===== src/rtl/core/cmu_pkg.sv =====
// ---------------------------------------------------------------------------
// cmu_pkg
// Shared types and codes for the camera motion update core.
// ---------------------------------------------------------------------------
`timescale 1ns / 1ps

package cmu_pkg;

    typedef enum logic [2:0] {
        REQ_TICK      = 3'd0,
        REQ_PAN       = 3'd1,
        REQ_ZOOM      = 3'd2,
        REQ_SET_POS   = 3'd3,
        REQ_SET_ZOOM  = 3'd4
    } t_req;

    typedef enum logic [2:0] {
        S_IDLE,
        S_LOAD,
        S_MUL,
        S_DIV,
        S_APPLY,
        S_FIN,
        S_OUT
    } t_state;

    typedef enum logic [2:0] {
        OP_PAN_X = 3'd0,
        OP_PAN_Y = 3'd1,
        OP_ZOOM  = 3'd2,
        OP_FOL_X = 3'd3,
        OP_FOL_Y = 3'd4
    } t_op;

    typedef enum logic [1:0] {
        FM_NONE   = 2'd0,
        FM_LOCK   = 2'd1,
        FM_SMOOTH = 2'd2
    } t_fmode;

    localparam logic [2:0] CFG_FOLLOW_MODE = 3'd0;
    localparam logic [2:0] CFG_FOLLOW_GAIN = 3'd1;
    localparam logic [2:0] CFG_BOUND_X_MIN = 3'd2;
    localparam logic [2:0] CFG_BOUND_X_MAX = 3'd3;
    localparam logic [2:0] CFG_BOUND_Y_MIN = 3'd4;
    localparam logic [2:0] CFG_BOUND_Y_MAX = 3'd5;

    // shared unit widths: 33-bit magnitude times 32-bit multiplier
    localparam int PW = 65;
    localparam int MUL_STEPS = 32;

endpackage


===== src/rtl/core/camera_motion_update_core.sv =====
// ---------------------------------------------------------------------------
// camera_motion_update_core
// 2D camera pan/zoom tweens and target follow, one shared shift-add
// multiplier and restoring divider under a small sequencer.
// ---------------------------------------------------------------------------
//  channel | handshake                 | payload
//  in      | i_in_valid / o_in_stall   | req_type, tick_ms, arg, duration, zoom, follow
//  out     | o_out_valid / i_out_stall | pos_x, pos_y, zoom_out
//  cfg     | i_cfg_valid / o_cfg_ready | i_cfg_index, i_cfg_data
//
//  Non-tick beats show their result the cycle after acceptance. A tick runs
//  up to five multiply-divide passes (pan x, pan y, zoom, follow x, follow y),
//  each a load, multiply, divide and apply step on the one-bit-per-cycle
//  shared unit; a tween that has run its length skips the multiply and divide.
//  Passes whose tween or follow is inactive are skipped.
//  Reset is synchronous; one beat in flight, input stalled until the result
//  beat leaves.
`timescale 1ns / 1ps

module camera_motion_update_core
    import cmu_pkg::*;
#(
    parameter int FRAC_BITS = 8
) (
    input  logic               i_clk,
    input  logic               i_rst_n,
    input  logic               i_in_valid,
    output logic               o_in_stall,
    input  logic [2:0]         i_req_type,
    input  logic [15:0]        i_tick_ms,
    input  logic signed [31:0] i_arg_x,
    input  logic signed [31:0] i_arg_y,
    input  logic [15:0]        i_duration_ms,
    input  logic [15:0]        i_zoom_value,
    input  logic signed [31:0] i_follow_x,
    input  logic signed [31:0] i_follow_y,
    input  logic               i_follow_valid,
    output logic               o_out_valid,
    input  logic               i_out_stall,
    output logic signed [31:0] o_pos_x,
    output logic signed [31:0] o_pos_y,
    output logic [15:0]        o_zoom_out,
    input  logic               i_cfg_valid,
    output logic               o_cfg_ready,
    input  logic [2:0]         i_cfg_index,
    input  logic [31:0]        i_cfg_data
);

    localparam int ONE_FX   = 1 << FRAC_BITS;
    localparam int GAIN_V   = (5 * ONE_FX > 65535) ? 65535 : 5 * ONE_FX;
    localparam int ZONE_V   = (ONE_FX > 65535) ? 65535 : ONE_FX;
    localparam int ZMIN_V   = (ONE_FX + 5) / 10;
    localparam int BOUND_V  = 9999 * ONE_FX;
    localparam int DEN_V    = 1000 * ONE_FX;
    localparam int CW       = $clog2(PW);

    localparam logic [15:0]        GAIN_RST  = 16'(GAIN_V);
    localparam logic [15:0]        ZOOM_RST  = 16'(ZONE_V);
    localparam logic [15:0]        ZOOM_MIN  = 16'(ZMIN_V);
    localparam logic signed [31:0] BOUND_RST = 32'(BOUND_V);
    localparam logic [31:0]        DEN       = 32'(DEN_V);

    // configuration
    logic [1:0]         r_mode;
    logic [15:0]        r_gain;
    logic signed [31:0] r_bxmin, r_bxmax, r_bymin, r_bymax;

    // camera state
    logic signed [31:0] r_cam_x, r_cam_y, n_cam_x, n_cam_y;
    logic [15:0]        r_zoom, n_zoom;
    logic signed [31:0] r_pfx, r_pfy, r_pgx, r_pgy, n_pfx, n_pfy, n_pgx, n_pgy;
    logic [15:0]        r_plen, n_plen, r_zfrom, n_zfrom, r_zgoal, n_zgoal;
    logic [15:0]        r_zlen, n_zlen;
    logic [16:0]        r_pel, n_pel, r_zel, n_zel;

    // tick context
    logic               r_pan_act, n_pan_act, r_zoom_act, n_zoom_act;
    logic signed [31:0] r_fx, r_fy, n_fx, n_fy;
    logic               r_fval, n_fval;
    logic [31:0]        r_k, n_k;

    // shared unit
    logic [PW-1:0]      r_mcand, n_mcand, r_acc, n_acc;
    logic [31:0]        r_mplier, n_mplier, r_div, n_div;
    logic [32:0]        r_rem, n_rem;
    logic               r_neg, n_neg;
    logic [CW-1:0]      r_cnt, n_cnt;

    t_state r_state, n_state;
    t_op    r_op, n_op;

    logic               in_acc;
    logic               op_need, op_direct;
    logic signed [32:0] opd_a;
    logic [32:0]        opd_mag;
    logic [31:0]        opd_b, opd_d;
    logic [32:0]        rem_sh;
    logic               rem_ge;
    logic signed [65:0] q_s;
    logic signed [66:0] fol_sum;
    logic signed [31:0] fol_sat, fin_x, fin_y;

    assign in_acc      = i_in_valid && !o_in_stall;
    assign o_in_stall  = (r_state != S_IDLE);
    assign o_out_valid = (r_state == S_OUT);
    assign o_cfg_ready = 1'b1;
    assign o_pos_x     = r_cam_x;
    assign o_pos_y     = r_cam_y;
    assign o_zoom_out  = r_zoom;

    // operand selection for the current pass
    always_comb begin
        op_need   = 1'b0;
        op_direct = 1'b0;
        opd_a     = '0;
        opd_b     = '0;
        opd_d     = DEN;
        unique case (r_op)
            OP_PAN_X: begin
                op_need   = r_pan_act;
                op_direct = (r_pel >= {1'b0, r_plen});
                opd_a     = 33'(r_pgx) - 33'(r_pfx);
                opd_b     = 32'(r_pel);
                opd_d     = 32'(r_plen);
            end
            OP_PAN_Y: begin
                op_need   = r_pan_act;
                op_direct = (r_pel >= {1'b0, r_plen});
                opd_a     = 33'(r_pgy) - 33'(r_pfy);
                opd_b     = 32'(r_pel);
                opd_d     = 32'(r_plen);
            end
            OP_ZOOM: begin
                op_need   = r_zoom_act;
                op_direct = (r_zel >= {1'b0, r_zlen});
                opd_a     = $signed(33'(r_zgoal)) - $signed(33'(r_zfrom));
                opd_b     = 32'(r_zel);
                opd_d     = 32'(r_zlen);
            end
            OP_FOL_X: begin
                op_need   = r_fval && (r_mode == FM_SMOOTH);
                opd_a     = 33'(r_fx) - 33'(r_cam_x);
                opd_b     = r_k;
            end
            OP_FOL_Y: begin
                op_need   = r_fval && (r_mode == FM_SMOOTH);
                opd_a     = 33'(r_fy) - 33'(r_cam_y);
                opd_b     = r_k;
            end
            default: begin
                op_need = 1'b0;
            end
        endcase
        opd_mag = opd_a[32] ? 33'(-opd_a) : 33'(opd_a);
    end

    always_comb begin
        rem_sh = {r_rem[31:0], r_acc[PW-1]};
        rem_ge = (rem_sh >= {1'b0, r_div});
        q_s    = $signed({1'b0, r_acc});
        if (r_neg) begin
            q_s = -q_s - 66'(r_rem != '0);
        end
        fol_sum = ((r_op == OP_FOL_X) ? 67'(r_cam_x) : 67'(r_cam_y)) + 67'(q_s);
        if (fol_sum > 67'sd2147483647) begin
            fol_sat = 32'sh7fffffff;
        end else if (fol_sum < -67'sd2147483648) begin
            fol_sat = 32'sh80000000;
        end else begin
            fol_sat = fol_sum[31:0];
        end
        fin_x = (r_mode == FM_LOCK) ? r_fx : r_cam_x;
        fin_y = (r_mode == FM_LOCK) ? r_fy : r_cam_y;
        if (fin_x < r_bxmin) fin_x = r_bxmin;
        if (fin_x > r_bxmax) fin_x = r_bxmax;
        if (fin_y < r_bymin) fin_y = r_bymin;
        if (fin_y > r_bymax) fin_y = r_bymax;
    end

    // next state
    always_comb begin
        n_state = r_state;
        unique case (r_state)
            S_IDLE: begin
                if (in_acc) n_state = (t_req'(i_req_type) == REQ_TICK) ? S_LOAD : S_OUT;
            end
            S_LOAD: begin
                if (!op_need) n_state = (r_op == OP_FOL_Y) ? S_FIN : S_LOAD;
                else if (op_direct) n_state = S_APPLY;
                else n_state = S_MUL;
            end
            S_MUL:   if (r_cnt == CW'(MUL_STEPS - 1)) n_state = S_DIV;
            S_DIV:   if (r_cnt == CW'(PW - 1)) n_state = S_APPLY;
            S_APPLY: n_state = (r_op == OP_FOL_Y) ? S_FIN : S_LOAD;
            S_FIN:   n_state = S_OUT;
            S_OUT:   if (!i_out_stall) n_state = S_IDLE;
            default: n_state = S_IDLE;
        endcase
    end

    // datapath
    always_comb begin
        n_cam_x = r_cam_x;  n_cam_y = r_cam_y;  n_zoom = r_zoom;
        n_pfx = r_pfx;  n_pfy = r_pfy;  n_pgx = r_pgx;  n_pgy = r_pgy;
        n_plen = r_plen;  n_pel = r_pel;
        n_zfrom = r_zfrom;  n_zgoal = r_zgoal;  n_zlen = r_zlen;  n_zel = r_zel;
        n_pan_act = r_pan_act;  n_zoom_act = r_zoom_act;
        n_fx = r_fx;  n_fy = r_fy;  n_fval = r_fval;  n_k = r_k;
        n_mcand = r_mcand;  n_acc = r_acc;  n_mplier = r_mplier;
        n_div = r_div;  n_rem = r_rem;  n_neg = r_neg;  n_cnt = r_cnt;
        n_op = r_op;
        unique case (r_state)
            S_IDLE: begin
                if (in_acc) begin
                    n_op = OP_PAN_X;
                    case (i_req_type)
                        REQ_TICK: begin
                            n_pan_act  = (r_plen != '0) && (r_pel < {1'b0, r_plen});
                            n_zoom_act = (r_zlen != '0) && (r_zel < {1'b0, r_zlen});
                            if (n_pan_act) n_pel = r_pel + 17'(i_tick_ms);
                            if (n_zoom_act) n_zel = r_zel + 17'(i_tick_ms);
                            n_fx   = i_follow_x;
                            n_fy   = i_follow_y;
                            n_fval = i_follow_valid;
                            n_k    = r_gain * i_tick_ms;
                        end
                        REQ_PAN: begin
                            n_pfx = r_cam_x;  n_pfy = r_cam_y;
                            n_pgx = i_arg_x;  n_pgy = i_arg_y;
                            n_plen = i_duration_ms;  n_pel = '0;
                        end
                        REQ_ZOOM: begin
                            n_zfrom = r_zoom;  n_zgoal = i_zoom_value;
                            n_zlen = i_duration_ms;  n_zel = '0;
                        end
                        REQ_SET_POS: begin
                            n_cam_x = i_arg_x;  n_cam_y = i_arg_y;
                        end
                        REQ_SET_ZOOM: begin
                            n_zoom = (i_zoom_value < ZOOM_MIN) ? ZOOM_MIN : i_zoom_value;
                        end
                        default: begin
                            n_cam_x = r_cam_x;
                        end
                    endcase
                end
            end
            S_LOAD: begin
                n_mcand  = PW'(opd_mag);
                n_mplier = opd_b;
                n_div    = opd_d;
                n_neg    = opd_a[32];
                n_acc    = '0;
                n_rem    = '0;
                n_cnt    = '0;
                if (!op_need && r_op != OP_FOL_Y) n_op = t_op'(r_op + 3'd1);
            end
            S_MUL: begin
                if (r_mplier[0]) n_acc = r_acc + r_mcand;
                n_mcand  = {r_mcand[PW-2:0], 1'b0};
                n_mplier = {1'b0, r_mplier[31:1]};
                n_cnt    = (r_cnt == CW'(MUL_STEPS - 1)) ? '0 : r_cnt + CW'(1);
            end
            S_DIV: begin
                n_rem = rem_ge ? rem_sh - {1'b0, r_div} : rem_sh;
                n_acc = {r_acc[PW-2:0], rem_ge};
                n_cnt = r_cnt + CW'(1);
            end
            S_APPLY: begin
                unique case (r_op)
                    OP_PAN_X: n_cam_x = op_direct ? r_pgx : r_pfx + q_s[31:0];
                    OP_PAN_Y: n_cam_y = op_direct ? r_pgy : r_pfy + q_s[31:0];
                    OP_ZOOM:  n_zoom  = op_direct ? r_zgoal : r_zfrom + q_s[15:0];
                    OP_FOL_X: n_cam_x = fol_sat;
                    OP_FOL_Y: n_cam_y = fol_sat;
                    default:  n_zoom  = r_zoom;
                endcase
                if (r_op != OP_FOL_Y) n_op = t_op'(r_op + 3'd1);
            end
            S_FIN: begin
                if (r_mode != FM_NONE && r_fval) begin
                    n_cam_x = fin_x;
                    n_cam_y = fin_y;
                end
            end
            default: begin
                n_op = r_op;
            end
        endcase
    end

    always_ff @(posedge i_clk) begin
        if (!i_rst_n) begin
            r_state    <= S_IDLE;
            r_op       <= OP_PAN_X;
            r_cam_x    <= '0;
            r_cam_y    <= '0;
            r_zoom     <= ZOOM_RST;
            r_pfx      <= '0;  r_pfy <= '0;  r_pgx <= '0;  r_pgy <= '0;
            r_plen     <= '0;  r_pel <= '0;
            r_zfrom    <= '0;  r_zgoal <= '0;  r_zlen <= '0;  r_zel <= '0;
            r_pan_act  <= 1'b0;
            r_zoom_act <= 1'b0;
            r_fval     <= 1'b0;
            r_cnt      <= '0;
        end else begin
            r_state    <= n_state;
            r_op       <= n_op;
            r_cam_x    <= n_cam_x;
            r_cam_y    <= n_cam_y;
            r_zoom     <= n_zoom;
            r_pfx      <= n_pfx;  r_pfy <= n_pfy;  r_pgx <= n_pgx;  r_pgy <= n_pgy;
            r_plen     <= n_plen;  r_pel <= n_pel;
            r_zfrom    <= n_zfrom;  r_zgoal <= n_zgoal;  r_zlen <= n_zlen;  r_zel <= n_zel;
            r_pan_act  <= n_pan_act;
            r_zoom_act <= n_zoom_act;
            r_fval     <= n_fval;
            r_cnt      <= n_cnt;
        end
    end

    always_ff @(posedge i_clk) begin
        r_fx     <= n_fx;
        r_fy     <= n_fy;
        r_k      <= n_k;
        r_mcand  <= n_mcand;
        r_acc    <= n_acc;
        r_mplier <= n_mplier;
        r_div    <= n_div;
        r_rem    <= n_rem;
        r_neg    <= n_neg;
    end

    always_ff @(posedge i_clk) begin
        if (!i_rst_n) begin
            r_mode  <= FM_NONE;
            r_gain  <= GAIN_RST;
            r_bxmin <= -BOUND_RST;
            r_bxmax <= BOUND_RST;
            r_bymin <= -BOUND_RST;
            r_bymax <= BOUND_RST;
        end else if (i_cfg_valid && o_cfg_ready) begin
            unique case (i_cfg_index)
                CFG_FOLLOW_MODE: r_mode  <= i_cfg_data[1:0];
                CFG_FOLLOW_GAIN: r_gain  <= i_cfg_data[15:0];
                CFG_BOUND_X_MIN: r_bxmin <= i_cfg_data;
                CFG_BOUND_X_MAX: r_bxmax <= i_cfg_data;
                CFG_BOUND_Y_MIN: r_bymin <= i_cfg_data;
                CFG_BOUND_Y_MAX: r_bymax <= i_cfg_data;
                default:         r_mode  <= r_mode;
            endcase
        end
    end

endmodule


===== config.mk =====
export PLATFORM = sky130hd
export DESIGN_NAME = camera_motion_update_core
export DESIGN_NICKNAME = d
export VERILOG_FILES = /design/src/rtl/core/cmu_pkg.sv /design/src/rtl/core/camera_motion_update_core.sv
export SDC_FILE = /design/constraint.sdc
export NUM_CORES = 2
export LEC_CHECK = 0
export BUFFER_PORTS_ARGS = -buffer_cell sky130_fd_sc_hd__clkbuf_2
export CORE_MARGIN = 4
export CORE_UTILIZATION = 45
export DETAILED_ROUTE_END_ITERATION = 8
export GPL_TIMING_DRIVEN = 0
export HOLD_SLACK_MARGIN = 0.08
export PLACE_DENSITY = 0.6
export SYNTH_ARGS = -nofsm -noshare
export SYNTH_HDL_FRONTEND = slang
export SYNTH_SLANG_ARGS = --single-unit

===== constraint.sdc =====
create_clock -name i_clk -period 20.7 [get_ports i_clk]
set_input_delay 5.175 -clock i_clk [delete_from_list [all_inputs] [get_ports i_clk]]
set_output_delay 5.175 -clock i_clk [all_outputs]
set_load 0.05 [all_outputs]

==> summary.txt <==
P_int: 5.96 mW
Pwr/cell area: 165 mW/mm²
Critical Path RT: 21.26 ns
Multiplexer share of the synthesized area: 1.63%
Wire per inst: 29.7 µm
# hold bufs at CTS: 0
Post-CTS setup buffer count: 0
Max Fclk: 0.0708 GHz
Final WL: 348000 µm
Worst Hold End: r_bymin[3]
Most common cell on crit path: clkbuf_1
Post-CTS sizing: 0
Ys flop type: dfxtp_1
Synth Cell Area: 0.0719 mm²
Final core occ: 50.3%
Sinks on Clock Net: 777
Worst Skew: 0.0458 ns
Hold_sp: r_bymin[3]
Vias: 73325
Post-synth ARST share: 0%
Kind of critical path: reg2reg
Violated checks: capacitance limit, slew limit
Slowest-stage cell, CP: clkbuf_1
Total global-route track usage: 40.2%
Worst R2R Setup Slack: 6.58 ns
Worst skew pair latency: 0.76 ns
Final setup TNS: 0 ns
Hold depth: 2
Pleak: 34.0 nW
Worst-path clk slew: 0.06 ns
Vias/cell: 6.26
Synth area leader: dfxtp_1
GRT Residual Overflow: 0
Synth area leaders: dfxtp_1 13%, edfxtp_1 13%, ha_1 13%
Commonest non-fill, non-tap cells in the layout: 1448 x nand2_1, 853 x a21oi_1, 765 x inv_1
Pre-antenna DRT Iters: 6
Comb power frac: 68.6%
Die Height: 408 µm
Starting density of the core: 45.3%
Clock tree buffer depth: 3
Layout cell share with drive strength beyond 1: 6.61%
Starting DRT DRC Count: 9367
Clk pwr share: 13.8%
WP buf/inv: 11
Combinational family with the most area after synthesis: compound AO/OA/AOI/OAI gates
Worst R2R Start: r_op[2]
Mapped Nets: 10258
Number of global-route vias before repair: 67721
Adder-cell share of the synthesized area: 18.6%
Gate Count Post-Synth: 9093
Family with the most delay on the worst path: buffers and inverters
Synthesized area per cell: 7.91 µm²
Library cells used by synthesis: 105
Area grow syn2layout: 11.1%
Worst Hold Class: reg2reg
Core area: 0.159 mm²
Post-route ant nets: 0
Root Driver: clkbuf_16
Compound-Gate Fraction of Synth Area: 23.5%
Worst path arrival time: 14.68 ns
Xor/xnor cell area share of the yosys netlist: 4.94%
Largest net degree at the start of global routing: 66
Status: finished with violations
MaxCap Viol Count: 8
Worst Max-Slew Pin Slew: 1.68 ns
RSZ-0062 raised after global routing: no
Placer Congestion: 1.10
Layout Nets: 10701
VDD IR max: 101 µV
Site Rows: 146
Reg2Reg Depth: 29
Final Critical Period: 14.12 ns
Post-synth EDFFs: 309
Final Hold Violating Endpoints: 0
Die ar.: 0.166 mm²
Rel. slew slack: -12.9%
Simple-gate portion of the synthesized area: 19.1%
Crit share post-route: 68.2%
HPWL Detailed: 290000 µm
Num CTS Buffers: 97
CTS tree: done
IO buf count: 301
Post-route DRC violation count: 0
Final setup violation count: 0
Sequential share of power: 17.6%
# IOs: 303
R2r endpoint: o_pos_y[21]
Fillcell total: 15890
Max Slew Vio Count: 24
Antenna violations before repair: 32
Crit. End Element: register
Worst-path maximum fanout: 10
Worst Setup Start Kind: register
Flops & latches, synth: 777
Commonest non-fill, non-tap cell in the layout: nand2_1
Psw: 7.20 mW
Die W: 408 µm
Top cell type's share of synthesized area: 13.0%
Critical Path Max Stage Delay: 1.05 ns
H-tree levels: 3
Sw Ratio: 54.7%
Sequential fraction of the synthesis area: 25.9%
First-pass GRT wire length: 487000 µm
Yosys Warn Count: 0
## cells by family after synthesis
| group | count (synthesis) |
|---|---|
| flip-flops | 777 |
| other | 1 |
| AO/OA/AOI/OAI | 2665 |
| multiplexers | 112 |
| buffers and inverters | 1180 |
| XOR/XNOR | 404 |
| AND/OR/NAND/NOR | 3009 |
| adder cells (fa/ha/maj) | 945 |
## through the flow
stage / total power, mW / hold slack, ns / cell area [µm²] / cells / setup WS [ns]
6_report: 13.2 / 0.457 / 79800 / 11707 / 6.58
5_1_grt: 13.8 / 0.472 / 79800 / 11692 / 6.63
4_1_cts: 12.8 / 0.455 / 79800 / 11687 / 7.34
3_5_place_dp: 11.0 / 0.447 / 76500 / 11505 / 7.43
3_3_place_gp: 10.8 / 0.442 / 76000 / 11466 / 4.96
2_1_floorplan: 7.84 / 0.436 / 71900 / 9093 / 9.29
## power groups by stage
| stage | clock, mW | combinational (mW) | sequential (mW) |
|---|---|---|---|
| after detailed placement | 0 | 8.66 | 2.33 |
| after CTS | 1.82 | 8.72 | 2.30 |
| after global placement | 0 | 8.47 | 2.36 |
| final | 1.81 | 9.03 | 2.31 |
| after global routing | 1.88 | 9.58 | 2.32 |
| after floorplan | 0 | 5.51 | 2.33 |
## routing by layer
layer | part of all wire, % | vias to the layer above | routed length (µm) | global-route usage, %
met5 | 0.094 | - | 328 | 0
met4 | 6.6 | 18 | 23000 | 21.6
met3 | 11 | 748 | 39000 | 11.6
met2 | 40 | 3786 | 140000 | 57.5
met1 | 42 | 35505 | 146000 | 54.4
li1 | - | 33268 | - | -
## state kept, by name, summed over array words and instances, names as in the netlist, 17 cells and up
register / count
r_rem: 33
r_fy: 32
r_pfx: 32
r_k: 32
o_pos_y: 32
r_bxmax: 32
r_pgy: 32
r_bymax: 32
r_fx: 32
r_div: 17
r_pfy: 32
r_zel: 17
r_mcand: 65
r_pel: 17
r_mplier: 32
r_pgx: 32
o_pos_x: 32
r_acc: 65
r_bymin: 32
r_bxmin: 32
## worst min-delay path, delay by kind of cell, from the launching register on
family / cells / cell delay (ns)
flip-flops: 1 / 0.31
AO/OA/AOI/OAI: 1 / 0.05
AND/OR/NAND/NOR: 1 / 0.05
## cells in the mapped netlist, drive strengths merged (25+ instances only)
library cell	n
nor3	154
a21boi	25
a21oi	854
nand2	1448
xor2	180
a221o	49
xnor2	223
o21ai	585
a31oi	69
o22ai	84
edfxtp	309
inv	769
and3	56
or2	28
or3	65
dfxtp	468
and2	167
a211oi	95
a21o	248
nand2b	60
nor4	49
o211ai	108
fa	207
o21bai	65
nor2b	91
mux2i	74
nand3	161
nand4	85
o21a	96
a221oi	51
mux2	38
o31ai	40
ha	738
clkbuf	382
o221ai	35
buf	29
nor2	534
## cell type report
| class | instances | area, µm² | share of cell area (%) |
|---|---|---|---|
| diodes | 16 | 40.0 | 0.0502 |
| plain buffers | 411 | 1600 | 2.00 |
| clock buffers | 132 | 2690 | 3.37 |
| clock inverters | 50 | 606 | 0.759 |
| inverters | 769 | 2890 | 3.62 |
| multi-input cells | 7136 | 48800 | 61.1 |
| flip-flops and latches | 777 | 18600 | 23.4 |
| well taps | 2072 | 2590 | 3.25 |
| repair buffers | 344 | 1970 | 2.46 |
## how the worst max path moves through the flow
stage	depth (start not counted)	endpoint	slack [ns]	from
4_1_cts	29	o_pos_y[21]	7.34	r_op[2]
6_report	29	o_pos_y[21]	6.58	r_op[2]
5_1_grt	30	o_pos_x[20]	6.63	r_mode[0]
3_3_place_gp	27	o_pos_x[2]	4.96	r_op[2]
2_1_floorplan	23	r_k[30]	9.29	i_tick_ms[6]
3_5_place_dp	29	o_pos_y[21]	7.43	r_op[2]
Note: power is estimated with default switching activity, not from simulation.
